==> config.mk <==
export PLATFORM = sky130hd
export DESIGN_NAME = rpc_hash_unit
export DESIGN_NICKNAME = d
export VERILOG_FILES = /design/src/rtl/rpc_pkg.sv /design/src/rtl/rpc_hash_unit.sv
export SDC_FILE = /design/constraint.sdc
export NUM_CORES = 1
export LEC_CHECK = 0
export BUFFER_PORTS_ARGS = -buffer_cell sky130_fd_sc_hd__buf_2
export CORE_UTILIZATION = 30
export CTS_BUF_LIST = sky130_fd_sc_hd__clkbuf_16
export CTS_CLUSTER_SIZE = 40
export DETAILED_ROUTE_END_ITERATION = 7
export PLACE_DENSITY_LB_ADDON = 0.15
export SYNTH_ARGS = -nofsm -noshare
export SYNTH_HDL_FRONTEND = slang
export SYNTH_SLANG_ARGS = --single-unit
==> constraint.sdc <==
create_clock -name i_clk -period 9.21 [get_ports i_clk]
set_input_delay 0.921 -clock i_clk [delete_from_list [all_inputs] [get_ports i_clk]]
set_output_delay 0.921 -clock i_clk [all_outputs]
set_load 0.02 [all_outputs]
==> src/rtl/rpc_pkg.sv <==
package rpc_pkg;

    // Array size and derived widths
    localparam int MAX_N    = 1024;
    localparam int IDX_W    = 10;                   // element position
    localparam int VAL_W    = 11;                   // element value
    localparam int LEN_W    = 11;                   // range end / length, 0..MAX_N
    localparam int NODE_W   = 11;                   // tree node address, 2*MAX_N nodes
    localparam int PTR_W    = 12;                   // query walk pointer, up to 2*MAX_N
    localparam int VS_W     = 21;                   // node value sum
    localparam int HS_W     = 42;                   // node hash sum
    localparam int TRI_W    = 20;                   // len*(len+1)/2 for len <= MAX_N
    localparam int HASH_W   = 32;
    localparam int BIT_W    = 4;                    // index over the VAL_W exponent bits

    localparam logic [HASH_W-1:0] HASH_BASE = 32'd113;

    // Request operation codes
    localparam logic OP_WRITE = 1'b0;
    localparam logic OP_QUERY = 1'b1;

    // 113^(2^k) mod 2^32, evaluated at elaboration only
    function automatic logic [HASH_W-1:0] hash_pow(input int unsigned k);
        logic [HASH_W-1:0] b;
        b = HASH_BASE;
        for (int unsigned i = 0; i < k; i++) begin
            b = b * b;
        end
        return b;
    endfunction

    localparam logic [HASH_W-1:0] HASH_POW [0:VAL_W-1] = '{
        hash_pow(0), hash_pow(1), hash_pow(2), hash_pow(3), hash_pow(4), hash_pow(5),
        hash_pow(6), hash_pow(7), hash_pow(8), hash_pow(9), hash_pow(10)
    };

    // One tree node: value sum and hash sum
    typedef struct packed {
        logic [VS_W-1:0] vs;
        logic [HS_W-1:0] hs;
    } t_node;

    // One expected-sum entry for a given range length
    typedef struct packed {
        logic [TRI_W-1:0] tri_sum;
        logic [HS_W-1:0]  hs;
    } t_exp;

    // Status from the hash unit
    typedef struct packed {
        logic              done;
        logic [HASH_W-1:0] hash;
    } t_hash_sts;

    function automatic t_node node_add(input t_node a, input t_node b);
        t_node s;
        s.vs = a.vs + b.vs;
        s.hs = a.hs + b.hs;
        return s;
    endfunction

endpackage

==> src/rtl/rpc_hash_unit.sv <==
module rpc_hash_unit (
    input  logic                      i_clk,
    input  logic                      i_rst_n,
    input  logic                      i_start,
    input  logic [rpc_pkg::VAL_W-1:0] i_value,
    output rpc_pkg::t_hash_sts        o_sts
);
    import rpc_pkg::*;

    logic              r_busy;
    logic              r_done;
    logic [BIT_W-1:0]  r_bit;
    logic [VAL_W-1:0]  r_val;
    logic [HASH_W-1:0] r_res;
    logic [2*HASH_W-1:0] w_prod;

    // Shared 32x32 multiplier: one exponent bit per cycle
    assign w_prod = r_res * HASH_POW[r_bit];

    // Multiply sequencer over the value bits, lowest first, using the table of 113^(2^k)
    always_ff @(posedge i_clk) begin
        if (!i_rst_n) begin
            r_busy <= 1'b0;
            r_done <= 1'b0;
            r_bit  <= '0;
        end else begin
            r_done <= !i_start && r_busy && (r_bit == BIT_W'(VAL_W - 1));
            if (i_start) begin
                r_busy <= 1'b1;
                r_bit  <= '0;
                r_val  <= i_value;
                r_res  <= HASH_W'(1);
            end else if (r_busy) begin
                if (r_val[r_bit]) begin
                    r_res <= w_prod[HASH_W-1:0];
                end
                if (r_bit == BIT_W'(VAL_W - 1)) begin
                    r_busy <= 1'b0;
                end else begin
                    r_bit <= r_bit + BIT_W'(1);
                end
            end
        end
    end

    // An empty element hashes to zero
    assign o_sts.done = r_done;
    assign o_sts.hash = (r_val == '0) ? '0 : r_res;

endmodule

==> flow_summary.json, run 1 <==
{
  "grtUsageMet1": 0.244,
  "drv_cap": 0,
  "grt_pass1_wl_um": 67800,
  "crit_arrival_ps": 8490,
  "io_buffers": 43,
  "finalClockSkew_ps": 12.5,
  "fill_cells": 5171,
  "slowest_delay_ps": 690,
  "critPathMaxFanout": 15,
  "synth-seq-cells": 45,
  "whs_endpoint": "r_done",
  "initial_core_util": 0.304,
  "placed_cell_area_sq_mm": 0.0161,
  "synthTopCellsByCount": "inv_1, fa_1, and2_1",
  "dp_slack_ps": 688,
  "clk_pin_slew_worst_paths_ps": 80,
  "grt_setup_unrepaired": "no",
  "hold_buffers": 0,
  "gr-total-overflow": 0,
  "synth_most_common_cell": "inv_1",
  "cts.path.max_buffers": 2,
  "multi_input_area_sq_mm": 0.0121,
  "synth-edff-count": 39,
  "hold_violations": 0,
  "num_vias": 10000,
  "fin_crit_ps": 8440,
  "cts-root-buf": "clkbuf_16",
  "final_cells": 2305,
  "yosysTopAreaCell": "fa_1",
  "setup_viol": 0,
  "min_path_type": "register to register",
  "reg2reg_depth": 27,
  "tightestPinTransition_ps": 991,
  "fin_nets": 2132,
  "slew_headroom": 0.337,
  "syn_to_final_growth_pct": 9.79,
  "grt_max_degree": 35,
  "synth-warning-count": 0,
  "dp.cells": 2297,
  "fmax_mhz": 118,
  "insertedDiodeCount": 0,
  "ys_async_sr_fraction": 0,
  "hp-start": "r_busy",
  "worstSetupPathType": "register to register",
  "start_kind": "register",
  "required_ps": 9260,
  "die_w_um": 224,
  "coreArea_sq_mm": 0.0488,
  "clock_sinks": 45,
  "drv_slew": 0,
  "rrSetupSlack_ps": 770,
  "final_layout_size_suffix_gt1_frac": 0.0628,
  "synth.top_cell.area_share": 0.413,
  "boundaryPins": 47,
  "gp_congestion": 0.819,
  "design.die.area_sq_mm": 0.0503,
  "min_path_cells": 2,
  "cpMaxStageDelayCell": "dfxtp_1",
  "ff_latch_area_sq_mm": 0.00129,
  "ctsHtreeMaxLevel": 2,
  "dp_hpwl_um": 35300,
  "firstDrtPassIters": 5,
  "cp_common_cell": "fa_1",
  "end_kind": "register",
  "use_met3": 0.0213,
  "clkLatencyLatePin_ps": 320,
  "synth_area_sq_mm": 0.0148,
  "final_cell_area_sq_mm": 0.0163,
  "netlist_top_cells_area": "fa_1, ha_1, inv_1",
  "antenna_found_initial": 4,
  "drc": 0,
  "r2r-end": "r_res[29]",
  "rows": 81,
  "timing.rr.start": "r_bit[0]",
  "grt_util_met2": 0.312,
  "cts_tree": "yes",
  "grt_busiest_layer": "met2",
  "synth.distinct_cells": 52,
  "drtIter0Drc": 431,
  "cts_buffers": 5,
  "via_per_inst": 4.35,
  "avgSynthCellArea_sq_um": 9.57,
  "yosysSeqAreaShare": 0.0871,
  "synthCells": 1550,
  "die_y_um": 224,
  "postRouteAntennaNets": 0,
  "fin_setup_tns_ps": 0,
  "routedWlPerCell_um": 18.6,
  "fin_crit_sh": 0.917,
  "grt_use_total": 0.182,
  "wirelength_um": 43000,
  "first_global_vias": 11300,
  "synthFlopType": "edfxtp_1",
  "post-cts-setup-buffer-count": 0,
  "status": "completed",
  "finalWorstSetupSlack_ps": 769
}
cell usage in the layout, fill, tap and decap left out, types with 16 or more instances in the layout:
master and instances:
buf_4 35, ha_1 172, conb_1 67, xor2_1 16, xnor2_1 56, edfxtp_1 39
inv_1 378, buf_2 43, nand2_1 113, nor2b_1 25, fa_1 306, nor2_1 43
and2_1 203, a21oi_1 28
worst max-delay path by stage:
| stage | cells after the start | from | slack (ps) | endpoint |
|---|---|---|---|---|
| CTS | 28 | r_bit[0] | 610 | r_res[29] |
| global route | 28 | r_bit[0] | 130 | r_res[29] |
| detailed placement | 28 | r_bit[0] | 690 | r_res[29] |
| global placement | 28 | r_bit[0] | 700 | r_res[29] |
| floorplan | 30 | r_bit[1] | 1360 | r_res[29] |
| finish | 27 | r_bit[0] | 770 | r_res[29] |
repair_timing:
item	4_1_cts	5_1_grt
hold endpoints to repair	0	0
gates resized for setup	0	1
endpoints found under the setup margin	0	1
critical path, delay by kind of cell (launching register included):
family / cells / cell delay, ps
XOR/XNOR: 1 / 140
AND/OR/NAND/NOR: 6 / 1340
buffers and inverters: 5 / 380
flip-flops: 1 / 690
AO/OA/AOI/OAI: 5 / 910
adder cells (fa/ha/maj): 10 / 4690
cell type report:
class / count / area share
tap: 664 / 0.0510
clock buffer: 5 / 0.00768
timing repair buffer: 78 / 0.0294
sequential: 45 / 0.0793
multi-input combinational: 1132 / 0.744
inverter: 378 / 0.0871
clock inverter: 3 / 0.00177
stage by stage:
stage                      util  hold WS (ps)
after floorplan               -           456
after detailed placement  0.330           547
after global routing      0.333           577
after CTS                 0.333           557
after global placement    0.330           550
final                     0.333           547
layer usage:
layer / wire length [um] / vias up / part of all wire
met5: 0 / - / 0
met4: 1120 / 0 / 0.026
met3: 1640 / 49 / 0.038
met2: 20700 / 199 / 0.48
met1: 19500 / 5116 / 0.45
li1: - / 4669 / -
kinds of logic (layout without fill, tap and decap cells):
group	count (synthesis)	after routing	share of synthesized area
simple gates	418	418	0.149
compound gates	92	92	0.0418
other cells	2	67	0.000506
mux	3	3	0.00371
fa+ha+maj	478	478	0.558
xor+xnor	74	74	0.0456
buf+inv	438	464	0.114
flops	45	45	0.0871
sequential cells by signal (all words and copies together) (netlist names):
name    cells
r_res      28
r_bit       4
r_val      11
r_busy      1
r_done      1
Power of run 1 is not shown: default switching activity piles up to over one toggle a cycle in this logic, so the estimate is an artifact.
==> run 2: changes to the inputs <==
--- a/config.mk
+++ b/config.mk
@@ -7,4 +7,5 @@
 export LEC_CHECK = 0
 export BUFFER_PORTS_ARGS = -buffer_cell sky130_fd_sc_hd__buf_2
+export CORE_MARGIN = 1.5
 export CORE_UTILIZATION = 30
 export CTS_BUF_LIST = sky130_fd_sc_hd__clkbuf_16
@@ -15,2 +16,3 @@
 export SYNTH_HDL_FRONTEND = slang
 export SYNTH_SLANG_ARGS = --single-unit
+export TNS_END_PERCENT = 20
==> constraint.sdc (replaced) <==
create_clock -name i_clk -period 9.21 [get_ports i_clk]
set_input_delay 1.3815 -clock i_clk [delete_from_list [all_inputs] [get_ports i_clk]]
set_output_delay 1.3815 -clock i_clk [all_outputs]
set_load 0.02 [all_outputs]
==> run 2 against run 1 <==
Die area up 0.89%; setup slack improved by 190 ps; maximum frequency grew 2.3%; core utilization is essentially flat; wire length grew 1.5%; via count is 0.47% higher; critical path type unchanged; critical endpoint is now r_res[31].
==> flow_summary.json, run 2 (synthesis results as in run 1) <==
{
  "cts_buffers": 5,
  "fmax_mhz": 121,
  "die_y_um": 225,
  "placed_cell_area_sq_mm": 0.0161,
  "final_layout_size_suffix_gt1_frac": 0.0634,
  "rows": 81,
  "cpMaxStageDelayCell": "fa_1",
  "fin_nets": 2132,
  "clkLatencyLatePin_ps": 330,
  "wirelength_um": 43600,
  "final_cell_area_sq_mm": 0.0163,
  "final_core_util": 0.333,
  "end_kind": "register",
  "crit_arrival_ps": 8300,
  "drv_slew": 0,
  "die_w_um": 225,
  "postRouteAntennaNets": 0,
  "status": "completed",
  "gr-total-overflow": 0,
  "design.die.area_sq_mm": 0.0508,
  "gp_congestion": 0.830,
  "num_vias": 10100,
  "antenna_found_initial": 2,
  "slew_headroom": 0.330,
  "dp_hpwl_um": 36200,
  "clock_sinks": 45,
  "required_ps": 9260,
  "clk_pin_slew_worst_paths_ps": 90,
  "grt_setup_unrepaired": "no",
  "cts_resized": 0,
  "hold_violations": 0,
  "cts.path.max_buffers": 2,
  "fin_setup_tns_ps": 0,
  "grt_max_degree": 35,
  "fin_crit_ps": 8250,
  "fill_cells": 5255,
  "worstSetupPathType": "register to register",
  "routedWlPerCell_um": 18.9,
  "initial_core_util": 0.304,
  "finalWorstSetupSlack_ps": 961,
  "drv_cap": 0,
  "cts-root-buf": "clkbuf_16",
  "cp_common_cell": "fa_1",
  "dp_slack_ps": 1000,
  "drc": 0,
  "io_buffers": 43,
  "coreArea_sq_mm": 0.0488,
  "grt_pass1_wl_um": 67900,
  "multi_input_area_sq_mm": 0.0121,
  "largest_reg_flops": 28,
  "slowest_delay_ps": 580,
  "finalClockSkew_ps": 17.9,
  "min_path_type": "register to register",
  "first_global_vias": 11300,
  "layout_commonest_cell": "inv_1",
  "syn_to_final_growth_pct": 9.77,
  "worst-path-buf-inv": 5,
  "tightestPinTransition_ps": 1000,
  "hold_buffers": 0,
  "firstDrtPassIters": 4,
  "ff_latch_area_sq_mm": 0.00129,
  "ctsHtreeMaxLevel": 2,
  "cts_tree": "yes",
  "grt_use_total": 0.183,
  "final_cell_mix": "inv_1, fa_1, and2_1",
  "fin_crit_sh": 0.896,
  "start_kind": "register",
  "setup_viol": 0,
  "regMostFlops": "r_res",
  "critPathMaxFanout": 12,
  "post-cts-setup-buffer-count": 0,
  "drtIter0Drc": 478,
  "boundaryPins": 47,
  "reg_top3": "r_res: 28 flops, r_val: 11 flops, r_bit: 4 flops",
  "crit_family": "adder cells",
  "via_per_inst": 4.37
}
run 2: changes by cell type in the layout (fill, tap and decap cells not counted), sizes merged:
cell | previous run | this run
diode | 0 | 1
run 2: per-layer routing:
layer,GRT usage,part of all wire,vias up
met3,0.0171,0.032,56
met4,0.0611,0.035,0
met2,0.315,0.49,180
met1,0.240,0.44,5169
met5,0,0,-
li1,-,-,4675
run 2: final timing paths:
path,depth (start not counted),endpoint,slack [ps],startpoint
worst max-delay path,27,r_res[31],960,r_bit[0]
worst min-delay path,2,r_done,530,r_busy
worst max register to register,27,r_res[31],960,r_bit[0]
worst min register to register,2,r_done,530,r_busy
run 2: through the flow:
stage	instances	hold WS (ps)
after detailed placement	2297	528
after floorplan	1615	456
after global routing	2305	580
after CTS	2305	541
after global placement	2297	525
final	2306	530
run 2: worst reg2reg max path, stage by stage (launching register included):
cell	delay, ps
dfxtp_1	500
inv_1	140
ha_1	270
or2_1	260
a21oi_2	460
buf_4	320
nand2_1	120
fa_1	570
inv_1	60
fa_1	530
inv_1	60
fa_1	440
fa_1	420
inv_1	70
fa_1	430
fa_1	580
fa_1	440
fa_1	470
ha_1	370
a21o_1	200
a21oi_1	200
nor2b_1	150
o21ai_0	140
a21oi_1	190
o21ai_0	110
a21oi_1	250
xnor2_1	160
nor2_1	60
run 2: cell type report:
type	count	area share
clock inverter	3	0.00177
timing repair buffer	78	0.0294
tap	664	0.0510
multi-input combinational	1132	0.744
clock buffer	5	0.00769
sequential	45	0.0793
antenna	1	0.000154
inverter	378	0.0872
Power of run 2 is left out for the same reason.
==> run 3: changes to the inputs <==
- CORE_UTILIZATION: 30 -> 66
==> run 3 against run 2 <==
Design area down 3.5%; sequential share of layout area rose by 0.29 points; cell count fell by 17%; critical endpoint is now r_res[29]; hold slack better by 21 ps; die area shrank 54%; clock-buffer cell count did not move.
==> flow_summary.json, run 3 (synthesis results as in run 1) <==
{
  "status": "completed",
  "r2r-end": "r_res[29]",
  "rrSetupSlack_ps": 400,
  "cts.path.max_buffers": 2,
  "clkLatencyLatePin_ps": 300,
  "drv_cap": 0,
  "fin_setup_tns_ps": 0,
  "num_vias": 10300,
  "start_kind": "register",
  "fmax_mhz": 113,
  "insertedDiodeCount": 0,
  "slew_headroom": 0.224,
  "drtIter0Drc": 707,
  "io_buffers": 43,
  "hp-start": "r_busy",
  "gr-total-overflow": 0,
  "ctsHtreeMaxLevel": 2,
  "firstDrtPassIters": 6,
  "finalClockSkew_ps": 8.50,
  "routedWlPerCell_um": 18.9,
  "reg2reg_depth": 29,
  "cts-root-buf": "clkbuf_16",
  "hold_buffers": 0,
  "fin_crit_sh": 0.957,
  "rows": 54,
  "cts_resized": 0,
  "wirelength_um": 36100,
  "post-cts-setup-buffer-count": 0,
  "min_path_type": "register to register",
  "dp_hpwl_um": 29200,
  "fill_cells": 1674,
  "tightestPinTransition_ps": 1160,
  "regMostFlops": "r_res",
  "timing.rr.start": "r_bit[1]",
  "grt_use_total": 0.332,
  "die_w_um": 153,
  "end_kind": "register",
  "fin_crit_ps": 8810,
  "cp_common_cell": "fa_1",
  "syn_to_final_growth_pct": 5.96,
  "largest_reg_flops": 28,
  "design.die.area_sq_mm": 0.0234,
  "hold_violations": 0,
  "min_path_cells": 2,
  "crit_arrival_ps": 8830,
  "critPathMaxFanout": 17,
  "whs_endpoint": "r_done",
  "layout_commonest_cell": "inv_1",
  "worstSetupPathType": "register to register",
  "grt_max_degree": 35,
  "setup_viol": 0,
  "grt_pass1_wl_um": 58700,
  "via_per_inst": 5.41,
  "postRouteAntennaNets": 0,
  "gp_congestion": 0.932,
  "coreArea_sq_mm": 0.0220,
  "final_layout_size_suffix_gt1_frac": 0.0540,
  "cpMaxStageDelayCell": "a21oi_2",
  "cts_tree": "yes",
  "fin_nets": 2120,
  "initial_core_util": 0.675,
  "boundaryPins": 47,
  "required_ps": 9230,
  "reg_top3": "r_res: 28 flops, r_val: 11 flops, r_bit: 4 flops",
  "slowest_delay_ps": 770,
  "grt_setup_unrepaired": "no",
  "antenna_found_initial": 0,
  "drc": 0,
  "clock_sinks": 45,
  "final_cell_mix": "inv_1, fa_1, and2_1",
  "first_global_vias": 11200,
  "cts_buffers": 5,
  "clk_pin_slew_worst_paths_ps": 70,
  "drv_slew": 0,
  "die_y_um": 153
}
## run 3: per-layer routing
layer | up-vias | GRT usage | share of wire
met2 | 422 | 0.552 | 0.47
met4 | 0 | 0.118 | 0.039
met1 | 5153 | 0.432 | 0.40
met5 | - | 0 | 0
li1 | 4660 | - | -
met3 | 90 | 0.0717 | 0.091
## run 3: how the worst max path moves through the flow
stage | startpoint | slack, ps | cells past startpoint | endpoint
finish | r_bit[1] | 400 | 29 | r_res[29]
global route | r_bit[1] | 10 | 29 | r_res[29]
CTS | r_bit[1] | 510 | 29 | r_res[29]
detailed placement | r_bit[1] | 550 | 29 | r_res[29]
global placement | r_bit[1] | 740 | 29 | r_res[29]
floorplan | r_bit[1] | 1360 | 30 | r_res[29]
## run 3: cell type report
type,instances,area [sq um],area share
Timing Repair Buffer,66,388,0.0247
Tap cell,280,350,0.0223
Multi-Input combinational cell,1132,12100,0.770
Inverter,378,1420,0.0903
Clock buffer,5,125,0.00796
Clock inverter,3,37.5,0.00239
Sequential cell,45,1290,0.0822
## run 3: per-stage QoR
| stage | worst slack [ps] | hold slack, ps | cell area, sq um | util | cells |
|---|---|---|---|---|---|
| after detailed placement | 549 | 523 | 15600 | 0.708 | 1901 |
| after floorplan | 1360 | 456 | 15100 | - | 1615 |
| final | 398 | 551 | 15700 | 0.716 | 1909 |
| after global routing | 12.3 | 584 | 15700 | 0.716 | 1909 |
| after global placement | 740 | 520 | 15600 | 0.708 | 1901 |
| after CTS | 515 | 535 | 15700 | 0.716 | 1909 |
## run 3: worst max-delay path, delay by kind of cell, from the launching register on
family | cells | cell delay, ps
xor gates and xnor gates | 1 | 150
adders and majority gates | 10 | 4370
buffers and inverters | 7 | 680
DFF | 1 | 670
AOI/OAI and AO/OA | 6 | 1820
and+or+nand+nor | 5 | 820
Power of run 3 is left out for the same reason.
